## src/rtl/core/i2cram_pkg.sv

```systemverilog
// ----------------------------------------------------------------------------
// i2cram_pkg: shared types and constants of the i2c register access master
// word layouts of the channels, op codes, bus segment kinds and their lengths
// ----------------------------------------------------------------------------
package i2cram_pkg;

   // op codes of a request word
   localparam logic [1:0] OP_TICK  = 2'd0;
   localparam logic [1:0] OP_WRITE = 2'd1;
   localparam logic [1:0] OP_READ  = 2'd2;

   // r/w bit merged into the device address byte
   localparam logic [7:0] ADDR_WRITE_BIT = 8'h00;
   localparam logic [7:0] ADDR_READ_BIT  = 8'h01;

   // bit of a byte that goes out first
   localparam logic [7:0] BYTE_MSB = 8'h80;

   typedef logic [3:0] seg_kind_type;
   typedef logic [3:0] seg_index_type;
   typedef logic [4:0] seg_offset_type;

   localparam seg_kind_type SEG_START   = 4'd0;
   localparam seg_kind_type SEG_WADDR_W = 4'd1;
   localparam seg_kind_type SEG_WADDR_R = 4'd2;
   localparam seg_kind_type SEG_WREG    = 4'd3;
   localparam seg_kind_type SEG_WDATA   = 4'd4;
   localparam seg_kind_type SEG_ACKIN   = 4'd5;
   localparam seg_kind_type SEG_RBYTE   = 4'd6;
   localparam seg_kind_type SEG_NACKOUT = 4'd7;
   localparam seg_kind_type SEG_STOP    = 4'd8;

   // index of the final segment of each transaction
   localparam seg_index_type WRITE_LAST_SEG = 4'd7;
   localparam seg_index_type READ_LAST_SEG  = 4'd10;

   typedef struct packed {
      logic [1:0] op;
      logic [7:0] reg_addr;
      logic [7:0] wr_data;
      logic       sda_in;
   } req_word_type;

   typedef struct packed {
      logic       scl;
      logic       sda;
      logic       busy_res;
      logic       done_res;
      logic [7:0] read_data;
      logic       nack;
   } rsp_word_type;

   typedef logic [7:0] csr_word_type;

   // segment kind at a position of the write or read sequence
   function automatic seg_kind_type seg_kind(input logic is_read, input seg_index_type idx);
      seg_kind_type kind;
      kind = SEG_STOP;
      if (is_read) begin
         case (idx)
            4'd0:    kind = SEG_START;
            4'd1:    kind = SEG_WADDR_W;
            4'd2:    kind = SEG_ACKIN;
            4'd3:    kind = SEG_WREG;
            4'd4:    kind = SEG_ACKIN;
            4'd5:    kind = SEG_START;
            4'd6:    kind = SEG_WADDR_R;
            4'd7:    kind = SEG_ACKIN;
            4'd8:    kind = SEG_RBYTE;
            4'd9:    kind = SEG_NACKOUT;
            default: kind = SEG_STOP;
         endcase
      end else begin
         case (idx)
            4'd0:    kind = SEG_START;
            4'd1:    kind = SEG_WADDR_W;
            4'd2:    kind = SEG_ACKIN;
            4'd3:    kind = SEG_WREG;
            4'd4:    kind = SEG_ACKIN;
            4'd5:    kind = SEG_WDATA;
            4'd6:    kind = SEG_ACKIN;
            default: kind = SEG_STOP;
         endcase
      end
      return kind;
   endfunction

   // ticks in a segment, minus one
   function automatic seg_offset_type seg_last_offset(input seg_kind_type kind);
      seg_offset_type last;
      case (kind)
         SEG_START:   last = 5'd3;
         SEG_ACKIN:   last = 5'd3;
         SEG_RBYTE:   last = 5'd24;
         SEG_NACKOUT: last = 5'd2;
         SEG_STOP:    last = 5'd2;
         default:     last = 5'd23;
      endcase
      return last;
   endfunction

endpackage

```

## src/rtl/core/i2cram_channel_if.sv

```systemverilog
// ----------------------------------------------------------------------------
// i2cram_channel_if: valid/ready channel
// carries one word of the given type from source to sink
// ----------------------------------------------------------------------------
interface i2cram_channel_if #(
   parameter type word_type = logic
);
   logic     valid;
   logic     ready;
   word_type data;

   modport source (output valid, output data, input ready);
   modport sink   (input valid, input data, output ready);
endinterface

```

## src/rtl/core/i2c_register_access_master.sv

```systemverilog
// ----------------------------------------------------------------------------
// i2c_register_access_master: bit-banged i2c register read/write sequencer
// one request word is one pin tick; one response word reports the pins after it
// ----------------------------------------------------------------------------
// Every request word is one tick of the bus timing (one pin action) and gives
// exactly one response word with the scl/sda levels to drive afterwards.
// While idle, op write latches reg_addr/wr_data and runs start, address+w,
// register, data, stop over 91 ticks; op read runs start, address+w,
// register, repeated start, address+r, one received byte, nack, stop over
// 123 ticks. The tick that carries the command is the first tick of the
// transaction, and commands are ignored while busy. sda_in is sampled on ack
// ticks (any high ack sets the sticky nack flag, cleared by a new command)
// and on the receive ticks of a read, shifting read_data in msb first.
// One word per clock cycle, unless the response stalls. The sequencer state is
// updated in the cycle a word is taken and the response sits in an output
// register, so a new word is accepted whenever the response register is empty
// or being drained in the same cycle. The user writes the device address byte
// (reset 0xd0) over the csr channel only while idle; the block does not check.
// ----------------------------------------------------------------------------
module i2c_register_access_master (
   input logic clock,
   input logic reset,
   i2cram_channel_if.sink   req_ch,
   i2cram_channel_if.source rsp_ch,
   i2cram_channel_if.sink   csr_ch
);

   // configuration
   logic [7:0] dev_addr_ff;

   // sequencer state
   logic                       busy_ff,  busy_in;
   logic                       is_read_ff, is_read_in;
   i2cram_pkg::seg_index_type  seg_ff,   seg_in;
   i2cram_pkg::seg_offset_type off_ff,   off_in;
   logic [1:0]                 phase_ff, phase_in;   // pin phase within a bit
   logic [2:0]                 bit_ff,   bit_in;     // bit within a byte
   logic [7:0]                 reg_ff,   reg_in;
   logic [7:0]                 wdata_ff, wdata_in;
   logic [7:0]                 rx_ff,    rx_in;
   logic                       scl_ff,   scl_in;
   logic                       sda_ff,   sda_in;
   logic                       nack_ff,  nack_in;

   // response register
   logic                       rsp_valid_ff, rsp_valid_in;
   i2cram_pkg::rsp_word_type   rsp_data_ff,  rsp_data_in;

   logic req_take;

   // tick view of the current word
   logic                       start;
   logic                       act_busy;
   logic                       act_read;
   i2cram_pkg::seg_index_type  cur_seg;
   i2cram_pkg::seg_offset_type cur_off;
   logic [1:0]                 cur_phase;
   logic [2:0]                 cur_bit;
   i2cram_pkg::seg_kind_type   kind;
   logic                       seg_end;
   logic                       last_tick;
   logic [7:0]                 tx_byte;
   logic                       tx_bit;
   logic                       done;

   assign req_ch.ready = !rsp_valid_ff || rsp_ch.ready;
   assign req_take     = req_ch.valid && req_ch.ready;
   assign csr_ch.ready = 1'b1;

   assign rsp_ch.valid = rsp_valid_ff;
   assign rsp_ch.data  = rsp_data_ff;

   // a command from idle starts the sequence on this very tick
   assign start    = !busy_ff && ((req_ch.data.op == i2cram_pkg::OP_WRITE) ||
                                  (req_ch.data.op == i2cram_pkg::OP_READ));
   assign act_busy = busy_ff || start;
   assign act_read = start ? (req_ch.data.op == i2cram_pkg::OP_READ) : is_read_ff;
   assign cur_seg   = start ? '0 : seg_ff;
   assign cur_off   = start ? '0 : off_ff;
   assign cur_phase = start ? '0 : phase_ff;
   assign cur_bit   = start ? '0 : bit_ff;

   assign kind      = i2cram_pkg::seg_kind(act_read, cur_seg);
   assign seg_end   = (cur_off == i2cram_pkg::seg_last_offset(kind));
   assign last_tick = seg_end && (cur_seg == (act_read ? i2cram_pkg::READ_LAST_SEG
                                                       : i2cram_pkg::WRITE_LAST_SEG));
   assign done      = act_busy && last_tick;

   // byte shifted out by an address, register or data segment
   always_comb begin
      case (kind)
         i2cram_pkg::SEG_WADDR_W: tx_byte = dev_addr_ff | i2cram_pkg::ADDR_WRITE_BIT;
         i2cram_pkg::SEG_WADDR_R: tx_byte = dev_addr_ff | i2cram_pkg::ADDR_READ_BIT;
         i2cram_pkg::SEG_WREG:    tx_byte = start ? req_ch.data.reg_addr : reg_ff;
         default:                 tx_byte = start ? req_ch.data.wr_data : wdata_ff;
      endcase
   end
   // msb first
   assign tx_bit = |((tx_byte << cur_bit) & i2cram_pkg::BYTE_MSB);

   always_comb begin
      busy_in    = busy_ff;
      is_read_in = is_read_ff;
      seg_in     = seg_ff;
      off_in     = off_ff;
      phase_in   = phase_ff;
      bit_in     = bit_ff;
      reg_in     = reg_ff;
      wdata_in   = wdata_ff;
      rx_in      = rx_ff;
      scl_in     = scl_ff;
      sda_in     = sda_ff;
      nack_in    = nack_ff;

      if (start) begin
         is_read_in = act_read;
         reg_in     = req_ch.data.reg_addr;
         wdata_in   = req_ch.data.wr_data;
         nack_in    = 1'b0;
      end

      if (act_busy) begin
         // pin action of this tick
         case (kind)
            i2cram_pkg::SEG_START: begin
               case (cur_off[1:0])
                  2'd0:    sda_in = 1'b1;
                  2'd1:    scl_in = 1'b1;
                  2'd2:    sda_in = 1'b0;
                  default: scl_in = 1'b0;
               endcase
            end
            i2cram_pkg::SEG_ACKIN: begin
               case (cur_off[1:0])
                  2'd0:    sda_in  = 1'b1;
                  2'd1:    scl_in  = 1'b1;
                  2'd2:    nack_in = nack_in | req_ch.data.sda_in;
                  default: scl_in  = 1'b0;
               endcase
            end
            i2cram_pkg::SEG_RBYTE: begin
               // release sda once, then eight high/sample/low bit cells
               if (cur_off == '0) begin
                  sda_in = 1'b1;
               end else begin
                  case (cur_phase)
                     2'd0:    scl_in = 1'b1;
                     2'd1:    rx_in  = {rx_ff[6:0], req_ch.data.sda_in};
                     default: scl_in = 1'b0;
                  endcase
               end
            end
            i2cram_pkg::SEG_NACKOUT: begin
               case (cur_off[1:0])
                  2'd0:    sda_in = 1'b1;
                  2'd1:    scl_in = 1'b1;
                  default: scl_in = 1'b0;
               endcase
            end
            i2cram_pkg::SEG_STOP: begin
               case (cur_off[1:0])
                  2'd0:    sda_in = 1'b0;
                  2'd1:    scl_in = 1'b1;
                  default: sda_in = 1'b1;
               endcase
            end
            default: begin
               // transmit byte: data/high/low per bit
               case (cur_phase)
                  2'd0:    sda_in = tx_bit;
                  2'd1:    scl_in = 1'b1;
                  default: scl_in = 1'b0;
               endcase
            end
         endcase

         // advance position
         if (seg_end) begin
            seg_in   = cur_seg + 4'd1;
            off_in   = '0;
            phase_in = '0;
            bit_in   = '0;
         end else begin
            off_in   = cur_off + 5'd1;
            phase_in = cur_phase;
            bit_in   = cur_bit;
            // the receive segment opens with one release tick outside the bit cells
            if ((kind != i2cram_pkg::SEG_RBYTE) || (cur_off != '0)) begin
               if (cur_phase == 2'd2) begin
                  phase_in = '0;
                  bit_in   = cur_bit + 3'd1;
               end else begin
                  phase_in = cur_phase + 2'd1;
               end
            end
         end

         busy_in = !last_tick;
         if (last_tick) begin
            seg_in = '0;
            off_in = '0;
         end
      end
   end

   always_comb begin
      rsp_valid_in = rsp_valid_ff;
      rsp_data_in  = rsp_data_ff;
      if (req_take) begin
         rsp_valid_in          = 1'b1;
         rsp_data_in.scl       = scl_in;
         rsp_data_in.sda       = sda_in;
         rsp_data_in.busy_res  = busy_in;
         rsp_data_in.done_res  = done;
         rsp_data_in.read_data = rx_in;
         rsp_data_in.nack      = nack_in;
      end else if (rsp_ch.ready) begin
         rsp_valid_in = 1'b0;
      end
   end

   // control state and visible levels
   always_ff @(posedge clock) begin
      if (reset) begin
         dev_addr_ff  <= 8'd208;
         busy_ff      <= 1'b0;
         is_read_ff   <= 1'b0;
         seg_ff       <= '0;
         off_ff       <= '0;
         phase_ff     <= '0;
         bit_ff       <= '0;
         rx_ff        <= '0;
         scl_ff       <= 1'b1;
         sda_ff       <= 1'b1;
         nack_ff      <= 1'b0;
         rsp_valid_ff <= 1'b0;
      end else begin
         if (csr_ch.valid && csr_ch.ready) begin
            dev_addr_ff <= csr_ch.data;
         end
         if (req_take) begin
            busy_ff    <= busy_in;
            is_read_ff <= is_read_in;
            seg_ff     <= seg_in;
            off_ff     <= off_in;
            phase_ff   <= phase_in;
            bit_ff     <= bit_in;
            rx_ff      <= rx_in;
            scl_ff     <= scl_in;
            sda_ff     <= sda_in;
            nack_ff    <= nack_in;
         end
         rsp_valid_ff <= rsp_valid_in;
      end
   end

   // latched command bytes and response word
   always_ff @(posedge clock) begin
      if (req_take) begin
         reg_ff   <= reg_in;
         wdata_ff <= wdata_in;
      end
      rsp_data_ff <= rsp_data_in;
   end

endmodule

```

## src/flat_wrapper.sv

```systemverilog
// flat-port wrapper written by rule: the top's interface ports become plain ports
module i2c_register_access_master_flat 
  (clock, reset, req_ch_valid, req_ch_data, req_ch_ready, rsp_ch_valid, rsp_ch_data, rsp_ch_ready, csr_ch_valid, csr_ch_data, csr_ch_ready);
  i2cram_channel_if #(.word_type(i2cram_pkg::req_word_type)) req_ch_i ();
  i2cram_channel_if #(.word_type(i2cram_pkg::rsp_word_type)) rsp_ch_i ();
  i2cram_channel_if #(.word_type(i2cram_pkg::csr_word_type)) csr_ch_i ();
  input logic clock;
  input logic reset;
  input wire logic [$bits(req_ch_i.valid)-1:0] req_ch_valid;
  input wire logic [$bits(req_ch_i.data)-1:0] req_ch_data;
  output wire logic [$bits(req_ch_i.ready)-1:0] req_ch_ready;
  output wire logic [$bits(rsp_ch_i.valid)-1:0] rsp_ch_valid;
  output wire logic [$bits(rsp_ch_i.data)-1:0] rsp_ch_data;
  input wire logic [$bits(rsp_ch_i.ready)-1:0] rsp_ch_ready;
  input wire logic [$bits(csr_ch_i.valid)-1:0] csr_ch_valid;
  input wire logic [$bits(csr_ch_i.data)-1:0] csr_ch_data;
  output wire logic [$bits(csr_ch_i.ready)-1:0] csr_ch_ready;
  assign req_ch_i.valid = req_ch_valid;
  assign req_ch_i.data = req_ch_data;
  assign req_ch_ready = req_ch_i.ready;
  assign rsp_ch_valid = rsp_ch_i.valid;
  assign rsp_ch_data = rsp_ch_i.data;
  assign rsp_ch_i.ready = rsp_ch_ready;
  assign csr_ch_i.valid = csr_ch_valid;
  assign csr_ch_i.data = csr_ch_data;
  assign csr_ch_ready = csr_ch_i.ready;
  i2c_register_access_master u_core (.clock(clock), .reset(reset), .req_ch(req_ch_i), .rsp_ch(rsp_ch_i), .csr_ch(csr_ch_i));
endmodule
```

## config.mk

```make
export PLATFORM = sky130hd
export DESIGN_NAME = i2c_register_access_master_flat
export DESIGN_NICKNAME = d
export VERILOG_FILES = /design/src/rtl/core/i2cram_pkg.sv /design/src/rtl/core/i2cram_channel_if.sv /design/src/rtl/core/i2c_register_access_master.sv /design/src/flat_wrapper.sv
export SDC_FILE = /design/constraint.sdc
export NUM_CORES = 1
export LEC_CHECK = 0
export ABC_AREA = 1
export BUFFER_PORTS_ARGS = -buffer_cell sky130_fd_sc_hd__buf_4
export CORE_MARGIN = 2
export CORE_UTILIZATION = 55
export CTS_CLUSTER_SIZE = 30
export DETAILED_ROUTE_END_ITERATION = 10
export GPL_TIMING_DRIVEN = 1
export PLACE_DENSITY = 0.73
export SLEW_MARGIN = 20
export SYNTH_ARGS = -nofsm -noshare
export SYNTH_HDL_FRONTEND = slang
export SYNTH_SLANG_ARGS = --single-unit
export TNS_END_PERCENT = 30
```

## constraint.sdc

```tcl
create_clock -name clock -period 4.35 [get_ports clock]
set_input_delay 0.435 -clock clock [delete_from_list [all_inputs] [get_ports clock]]
set_output_delay 0.435 -clock clock [all_outputs]
set_load 0.005 [all_outputs]
```

* After elaboration in Yosys (flattened, before gate mapping)
Memory sizes are Yosys's and may differ from the RTL's.
Cells that the tools add are included.
** Word-level totals
- Bits in registers :: 65
- Latch bits :: 0
- Memory bits (writable) :: 0
- Memory bits (read-only) :: 64
- Output and inout bits :: 16
- Word-level logic and storage cells :: 124
- Memories :: 1
** Operators by class
- $add $sub $neg :: 4
- Multiply operators :: 0
- Div/mod/pow operators :: 0
- Order comparisons :: 0
- Eq/ne operators :: 22
- Shift-type cells :: 1
- Muxes and demuxes :: 48
- Bitwise operators :: 1
- Reductions and logical operators :: 27
** Memories
- (name not given) :: depth 16, width 4, read ports 1, clocked after Yosys merged registers in 0, write ports 0, line i2cram_pkg.sv:60 : case (idx)
** Operators with widths (number)
- two-way mux 8 bit :: 6
- equality test 4 x 3 -> 1 bit, second input constant :: 6
- one-hot mux 8 bit (3 select lines) :: 1
- two-way mux 4 bit :: 5
- one-hot mux 4 bit (5 select lines) :: 1
- equality test 4 x 2 -> 1 bit, second input constant :: 4
- two-way mux 1 bit :: 15
- two-way mux 5 bit :: 3
- one-hot mux 5 bit (3 select lines) :: 1
- two-way mux 3 bit :: 4
- one-hot mux 1 bit (2 select lines) :: 6
- equality test 4 x 1 -> 1 bit, second input constant :: 2
- zero test 4 bit :: 2
- two-way mux 2 bit :: 4
- one-hot mux 1 bit (4 select lines) :: 2
- OR reduction 2 bit :: 4
- << shifter 8 x 3 -> 8 bit :: 1
- equality test 2 x 1 -> 1 bit, second input constant :: 3
- equality test 2 bit, second input constant :: 3
- adder 5 x 1 -> 5 bit, second input constant :: 1
- equality test 5 bit :: 1
- zero test 5 bit :: 1
- nonzero test 5 bit :: 1
- adder 4 x 1 -> 4 bit, second input constant :: 1
- other kinds (14) :: 25

* Longest topological paths before layout
Gate-level depths: netlist of the first run.
- Depth in word-level cells :: 15
- Depth in mapped cells :: 24
- Mapped depth without buffers :: 23

* Worst setup path before layout of the first run
No wires, ideal clock.
- Kind :: input port to flip-flop
- Start point :: in req_ch_data[17]
- End point :: reg u_core.rsp_data_ff (netlist bit u_core.rsp_ch.data[12]) (data pin)
- Setup time :: 0.258 ns
- Arrival :: 2.868 ns
- Data required time :: 4.092 ns
- Slack :: 1.224 ns
- Cell stages on the path :: 16
- Path buffers :: 1
- Path through :: inv_1 > ha_1 > nor2_4 > clkbuf_1 > nor2_1 > inv_1 > ha_1 > inv_1 > nor4_1 > o21ai_0 > o211ai_1 > nand2_1 > a21oi_1 > o2111ai_1 > o21ai_0 > inv_1
** On the way
- Longest elaborated chain between the ends :: 12
** Ends and longest elaborated chain
- from (decl) :: line flat_wrapper.sv:10 : input wire logic [$bits(req_ch_i.data)-1:0] req_ch_data;
- equality test 2 x 1 -> 1 bit / equality test 2 bit (equally long branches) :: line i2c_register_access_master.sv:74, i2c_register_access_master.sv:75, i2c_register_access_master.sv:77
- logical OR 1 bit :: line i2c_register_access_master.sv:74 : assign start = !busy_ff && ((req_ch.data.op == i2cram_pkg::OP_WRITE) ||
- logical AND 1 bit :: line i2c_register_access_master.sv:74
- two-way mux 4 bit :: line i2c_register_access_master.sv:78 : assign cur_seg = start ? '0 : seg_ff;
- equality test 4 x 2 -> 1 bit / equality test 4 x 3 -> 1 bit (equally long branches) :: line i2cram_pkg.sv:74 : case (idx)
- OR reduction 3 bit (no line)
- one-hot mux 4 bit (5 select lines) :: line i2cram_pkg.sv:74
- two-way mux 4 bit :: line i2cram_pkg.sv:59 : if (is_read) begin
- equality test 4 x 3 -> 1 bit / zero test 4 bit (equally long branches) :: line i2c_register_access_master.sv:124 : case (kind)
- OR reduction 2 bit (no line)
- one-hot mux 1 bit (4 select lines) :: line i2c_register_access_master.sv:124
- two-way mux 1 bit * :: line i2c_register_access_master.sv:122 : if (act_busy) begin
- via u_core.scl_in :: line i2c_register_access_master.sv:41 : logic scl_ff, scl_in;
- to (signal assigned) :: line i2c_register_access_master.sv:263 : rsp_data_ff <= rsp_data_in;
- to (decl) :: line i2c_register_access_master.sv:47 : i2cram_pkg::rsp_word_type rsp_data_ff, rsp_data_in;
Mark *: on every way through the listed nets, which the timed path passes. The rest lies on a longest branch.
A chain may end at the register's enable or synchronous reset.

* Worst setup path in the final report of the first run
- Start point :: in req_ch_data[17]
- End point :: reg u_core.rx_ff[4]
** On the way
- Longest elaborated chain between the ends :: 11
** Ends and longest elaborated chain
- equality test 2 x 1 -> 1 bit / equality test 2 bit (equally long branches) :: line i2c_register_access_master.sv:74, i2c_register_access_master.sv:75, i2c_register_access_master.sv:77
- logical OR 1 bit :: line i2c_register_access_master.sv:74
- logical AND 1 bit :: line i2c_register_access_master.sv:74
- two-way mux 4 bit :: line i2c_register_access_master.sv:78
- equality test 4 x 2 -> 1 bit / equality test 4 x 3 -> 1 bit (equally long branches) :: line i2cram_pkg.sv:74
- OR reduction 3 bit (no line)
- one-hot mux 4 bit (5 select lines) :: line i2cram_pkg.sv:74
- two-way mux 4 bit :: line i2cram_pkg.sv:59
- equality test 4 x 3 -> 1 bit :: line i2c_register_access_master.sv:124
- two-way mux 8 bit :: line i2c_register_access_master.sv:124
- two-way mux 8 bit * :: line i2c_register_access_master.sv:122
- via u_core.rx_in[4] :: line i2c_register_access_master.sv:40 : logic [7:0] rx_ff, rx_in;
- to (signal assigned) :: line i2c_register_access_master.sv:248 : rx_ff <= rx_in;
- to (decl) :: line i2c_register_access_master.sv:40
Marked as above.

==> flow_summary.ini, run 1 <==
[timing]
hold_violations = 0
fin_setup_tns_ps = 0
drv_slew = 0
fmax_ghz = 0.3134
timing.final.crit_share_pct = 73.34
post-route-min-period_ps = 3190
skew_ps = 9.471
maxSlewHeadroom_pct = 48.86
rsz0062_at_grt = false
finalSetupViolCount = 0
worstMarginPinSlew_ps = 764.3

[clock_network]
clkSinkCount = 65
clk_pin_slew_worst_paths_ps = 80
cts_root_buffer = clkbuf_8
insertion_delay_ps = 350
cts_setup_buffers = 0
cts_tree = yes
htree_levels = 3
cts.repair.resized = 0
clk_path_buf_depth = 2
cts_buffers = 9
cts_hold_buffers = 0

[worst_setup_path]
required_ps = 4600
cp_data_arrival_time_ps = 3440
crit_slowest_cell = nor4_1
critPathMaxStageDelay_ps = 620
path_class = input port to flop
startpoint_type = input port
cp_max_fo = 30
critPathCaptureType = flop
timing.critical_path.mode_cell = inv_1
r2r_cells = 11
cp_cell_sequence = buf_4 > inv_1 > ha_1 > inv_1 > nand2_2 > nand2_1 > ha_1 > inv_1 > nor4_1 > nor3_1 > nand2_1 > o21ai_0 > o21ai_0 > inv_1

[logic_synthesis]
synthTopCellsByCount = nand2_1, inv_1, nor2_1, a21oi_1, o21ai_0
synth_ff_type = dfxtp_1
yosysWarnings = 0
synthesis.area_mm2 = 0.003714
ys_types = 43
synth_nets = 544
yosysTopAreaCell = edfxtp_1
post_synth.cell_area_avg_um2 = 7.339
ys_seq_elements = 65
yosys.cell_count.top_type = nand2_1
ys_seq_area_share_pct = 42.86
ys_top_cells_by_area = edfxtp_1, dfxtp_1, nand2_1
synth_cells = 506
synth_edf_count = 29
async_flop_share_pct = 0
synth_top_area_share_pct = 23.45

[global_routing]
first_global_vias = 3259
grt_pass1_wl_mm = 14.65
gr-total-overflow = 0
antenna_found_initial = 0
grt_usage_pct = 24.84
grt_start_max_net_pins = 31

[final_layout]
final_util_pct = 67.84
antenna_cells = 0
regArea_mm2 = 0.001592
multi_input_area_mm2 = 0.001804
nets = 590
synthToLayoutAreaGrowth_pct = 17.32
fillCellCount = 582
drive_gt1_share_pct = 17.95
fin_cells = 634

[floorplan]
die_w_um = 86.17
coreArea_mm2 = 0.006422
die_h_um = 86.17
die_area_mm2 = 0.007425
initial_core_util_pct = 57.82
io_pins = 48
rows = 29

[placement]
numPlacedInstances = 618
gp_congestion = 0.9115
port_buffers = 46
hpwl_mm = 6.138

[power_and_ir_drop]
power.leakage_nw = 1.964
p_per_area_mw_per_mm2 = 390.2
ir_drop_mv = 0.2575

[route]
drc = 0
drt_iter0_drc = 252
antenna_left = 0
drt-total-wl_mm = 8.718
routedWlPerCell_um = 13.75
vias_per_cell = 5.377
via_count = 3409
first_pass_iters = 5

[run]
cap_violations = 0

[min_path]
hold_depth = 3
hp-class = input port to flop

[run_status]
run_status = completed
cell type report:
type                            instances  area share [%]
Multi-Input combinational cell        360           41.41
Tap cell                               77           2.211
Sequential cell                        65           36.53
Clock buffer                            9           2.843
Clock inverter                          7           2.872
Inverter                               68           5.859
Timing Repair Buffer                   48           8.271
layout by cell type (no fill, tap or decap), drive strengths merged, types with 3 or more instances in the layout:
cell type and n:
nor2 50, xor2 4, ha 6, dfxtp 36
nand4 5, clkinv 3, o22ai 4, inv 69
xnor2 3, buf 48, a21oi 40, nor3 3
o21ai 46, or2 7, clkbuf 9, nand2 139
edfxtp 29, bufinv 3, nand3 36
where the power goes:
| group | switching (mW) | total, mW | internal (mW) |
|---|---|---|---|
| registers | 0.0202 | 0.714 | 0.694 |
| clock network | 0.259 | 0.646 | 0.387 |
| logic | 0.218 | 0.340 | 0.122 |
| total | 0.498 | 1.70 | 1.20 |
cell families (layout without fill, tap and decap cells):
family	Yosys count	count (layout)	synth area share (%)
compound gates	102	102	14.93
xor+xnor	7	7	1.651
fa+ha+maj	6	6	2.022
buf+inv	81	132	8.558
flops	65	65	42.86
other cells	1	1	0.1010
simple gates	244	244	29.89
registers in the layout, summed over array words and instances (netlist names):
signal	flops
u_core.phase_ff	2
u_core.scl_ff	1
u_core.rsp_ch.valid	1
u_core.wdata_ff	8
u_core.busy_ff	1
u_core.sda_ff	1
u_core.dev_addr_ff	8
u_core.bit_ff	3
u_core.is_read_ff	1
u_core.rsp_ch.data	13
u_core.reg_ff	8
u_core.seg_ff	4
u_core.nack_ff	1
u_core.rx_ff	8
u_core.off_ff	5
worst paths after layout:
check	startpoint	end	slack (ps)
worst max-delay path	req_ch_data[17]	u_core.rx_ff[4]	1160
worst min-delay path	csr_ch_data[6]	u_core.dev_addr_ff[6]	300
worst min register to register	u_core.dev_addr_ff[7]	u_core.dev_addr_ff[7]	460
worst max register to register	u_core.busy_ff	u_core.rx_ff[4]	1350
per-layer routing:
| metal | track usage (%) | wire length (µm) | up-vias |
|---|---|---|---|
| li1 | - | - | 1755 |
| met1 | 32.17 | 4077 | 1554 |
| met2 | 42.07 | 4111 | 92 |
| met3 | 5.048 | 437 | 8 |
| met4 | 7.670 | 91 | 0 |
| met5 | 0 | 0 | - |
worst max-delay path, delay by kind of cell:
kind	cells	cell delay, ps
fa+ha+maj	2	560
compound gates	2	380
simple gates	5	1730
buf+inv	5	330
stage by stage:
step                      hold slack (ps)  cell area (µm²)  power [mW]  worst slack, ps
after CTS                           293.5             4357       1.707             1178
after global routing                310.0             4357       1.781            779.5
after global placement              443.4             4108       1.055            960.3
final                               299.8             4357       1.700             1160
after floorplan                     427.8             3714      0.9616             1224
after detailed placement            452.7             4108       1.063            800.3
(Power assumes the default switching activity.)
==> run 2, diff against run 1 <==
==> constraint.sdc (replaced) <==
create_clock -name clock -period 3.1 [get_ports clock]
set_input_delay 0.31 -clock clock [delete_from_list [all_inputs] [get_ports clock]]
set_output_delay 0.31 -clock clock [all_outputs]
set_load 0.005 [all_outputs]
==> run 2 against run 1 <==
Effect of this change:
- sequential cell count did not move
- routed wire length rose by 1.3%
- clock skew barely moved
- die area did not move
- via count fell by 0.15%
- count of clock-buffer cells in the layout rose by 3
- largest power group unchanged
- clock power rose by 3%
- total power rose by 27%
- cell count rose by 1.6%
==> flow_summary.ini, run 2 (synthesized netlist as in run 1, its figures left out) <==
[timing]
finalSetupViolCount = 0
fmax_ghz = 0.3805
hold_violations = 0
rsz0062_at_grt = false
timing.final.crit_share_pct = 84.78
post-route-min-period_ps = 2628
skew_ps = 8.987
worstMarginPinSlew_ps = 797.3
fin_setup_tns_ps = 0
maxSlewHeadroom_pct = 46.79
drv_slew = 0

[clock_network]
insertion_delay_ps = 350
cts.repair.resized = 0
cts_hold_buffers = 0
clk_pin_slew_worst_paths_ps = 70
cts_setup_buffers = 0
cts_buffers = 9
htree_levels = 3
cts_root_buffer = clkbuf_8
cts_tree = yes
clkSinkCount = 65
clk_path_buf_depth = 2

[final_layout]
final_cell_mix = nand2_1, inv_1, buf_4
largest_reg_flops = 13
nets = 600
drive_gt1_share_pct = 19.22
synthToLayoutAreaGrowth_pct = 17.55
antenna_cells = 0
final_util_pct = 67.97
fillCellCount = 575
layout_commonest_cell = nand2_1

[worst_setup_path]
cp_cell_sequence = buf_4 > inv_1 > ha_1 > nor2_4 > nor2_1 > inv_1 > ha_1 > inv_1 > nor4_1 > buf_4 > nor3_1 > nand2_1 > o21ai_0 > o21ai_0 > inv_1
r2r_cells = 12
required_ps = 3350
timing.critical_path.mode_cell = inv_1
path_class = input port to flop
critPathMaxStageDelay_ps = 410
critPathCaptureType = flop
crit_slowest_cell = nand2_1
r2r-start = u_core.busy_ff
reg2reg_slack_ps = 480
path_delay_family = simple AND/OR/NAND/NOR gates
cp_data_arrival_time_ps = 2880
crit_buf_inv = 6
rr_endpoint = u_core.rx_ff[5]
cp_max_fo = 16
startpoint_type = input port

[min_path]
hold_depth = 3
holdPathEnd = u_core.dev_addr_ff[7]
hp-class = input port to flop
hp-start = csr_ch_data[7]

[floorplan]
die_w_um = 86.17
rows = 29
initial_core_util_pct = 57.82
io_pins = 48
die_h_um = 86.17
coreArea_mm2 = 0.006422
die_area_mm2 = 0.007425

[power_and_ir_drop]
p_per_area_mw_per_mm2 = 494.6
power.leakage_nw = 1.981
ir_drop_mv = 0.2683
p_int_mw = 1.492
sequentialPowerShare_pct = 46.4
switchingPower_mw = 0.6669
power_frac_comb_pct = 22.9
p_sw_share_pct = 30.89
clkPwrFrac_pct = 30.7

[run]
cap_violations = 0

[route]
routedWlPerCell_um = 13.71
drt_iter0_drc = 154
via_count = 3404
vias_per_cell = 5.286
drt-total-wl_mm = 8.831
drc = 0
antenna_left = 0
first_pass_iters = 6

[run_status]
run_status = completed

[global_routing]
grt_pass1_wl_mm = 14.78
first_global_vias = 3271
antenna_found_initial = 0
grt_usage_pct = 25.25
gr-total-overflow = 0
grt_start_max_net_pins = 24

[placement]
hpwl_mm = 6.458
port_buffers = 46
gp_congestion = 1.002
## run 2: changes by cell type in the layout (fill, tap and decap cells not counted)
cell,before,now
buf_4,48,58
bufinv_16,3,0
clkbuf_8,9,11
inv_6,2,0
clkbuf_1,0,1
clkinv_2,0,1
clkinv_4,2,1
clkinvlp_4,0,1
inv_4,0,1
## run 2: worst max-delay path by stage
stage / from / end / slack, ps / depth (start not counted)
after CTS: u_core.busy_ff / u_core.rsp_ch.data[10] / 490 / 16
final: req_ch_data[17] / u_core.rx_ff[5] / 470 / 15
after floorplan: req_ch_data[17] / u_core.rsp_ch.data[12] / 100 / 16
after global placement: req_ch_data[17] / u_core.rsp_ch.data[10] / 90 / 19
after detailed placement: req_ch_data[17] / u_core.rx_ff[5] / 120 / 15
after global routing: req_ch_data[17] / u_core.rx_ff[7] / 130 / 15
## run 2: power groups by stage
stage,clock [mW],combinational (mW),sequential [mW]
CTS,0.683,0.493,1.00
detailed placement,0,0.491,1.02
global placement,0,0.483,1.02
global route,0.711,0.557,1.01
finish,0.663,0.494,1.00
floorplan,0,0.334,1.02
## run 2: per-layer routing
layer | wire length [µm] | share of wire [%] | global-route usage (%)
met1 | 4126 | 47 | 32.89
met2 | 4120 | 47 | 42.07
met3 | 454 | 5.1 | 5.143
met4 | 129 | 1.5 | 8.665
met5 | 0 | 0 | 0
## run 2: worst register-to-register path, delay by kind of cell, from the launching register on
kind,cells,cell delay [ps]
simple gates,5,1160
buf+inv,4,420
compound gates,2,390
flops,1,360
fa+ha+maj,1,200
## run 2: cell type report
type                            instances  area (µm²)  share of cell area [%]
Clock buffer                           12       155.1                   3.554
Clock inverter                          4       27.53                  0.6306
Inverter                               68       255.2                   5.847
Multi-Input combinational cell        360        1804                   41.33
Sequential cell                        65        1592                   36.46
Tap cell                               77       96.34                   2.207
Timing Repair Buffer                   58       435.4                   9.974
## run 2: through the flow
step | instance area (µm²) | power (mW) | hold slack (ps) | worst slack (ps) | instances
final | 4365 | 2.159 | 166.4 | 471.8 | 644
after global routing | 4365 | 2.276 | 171.3 | 133.6 | 644
after CTS | 4365 | 2.179 | 153.8 | 490.9 | 644
after detailed placement | 4183 | 1.512 | 451.8 | 116.3 | 628
after global placement | 4183 | 1.502 | 444.0 | 94.15 | 628
after floorplan | 3714 | 1.349 | 427.8 | 98.81 | 506
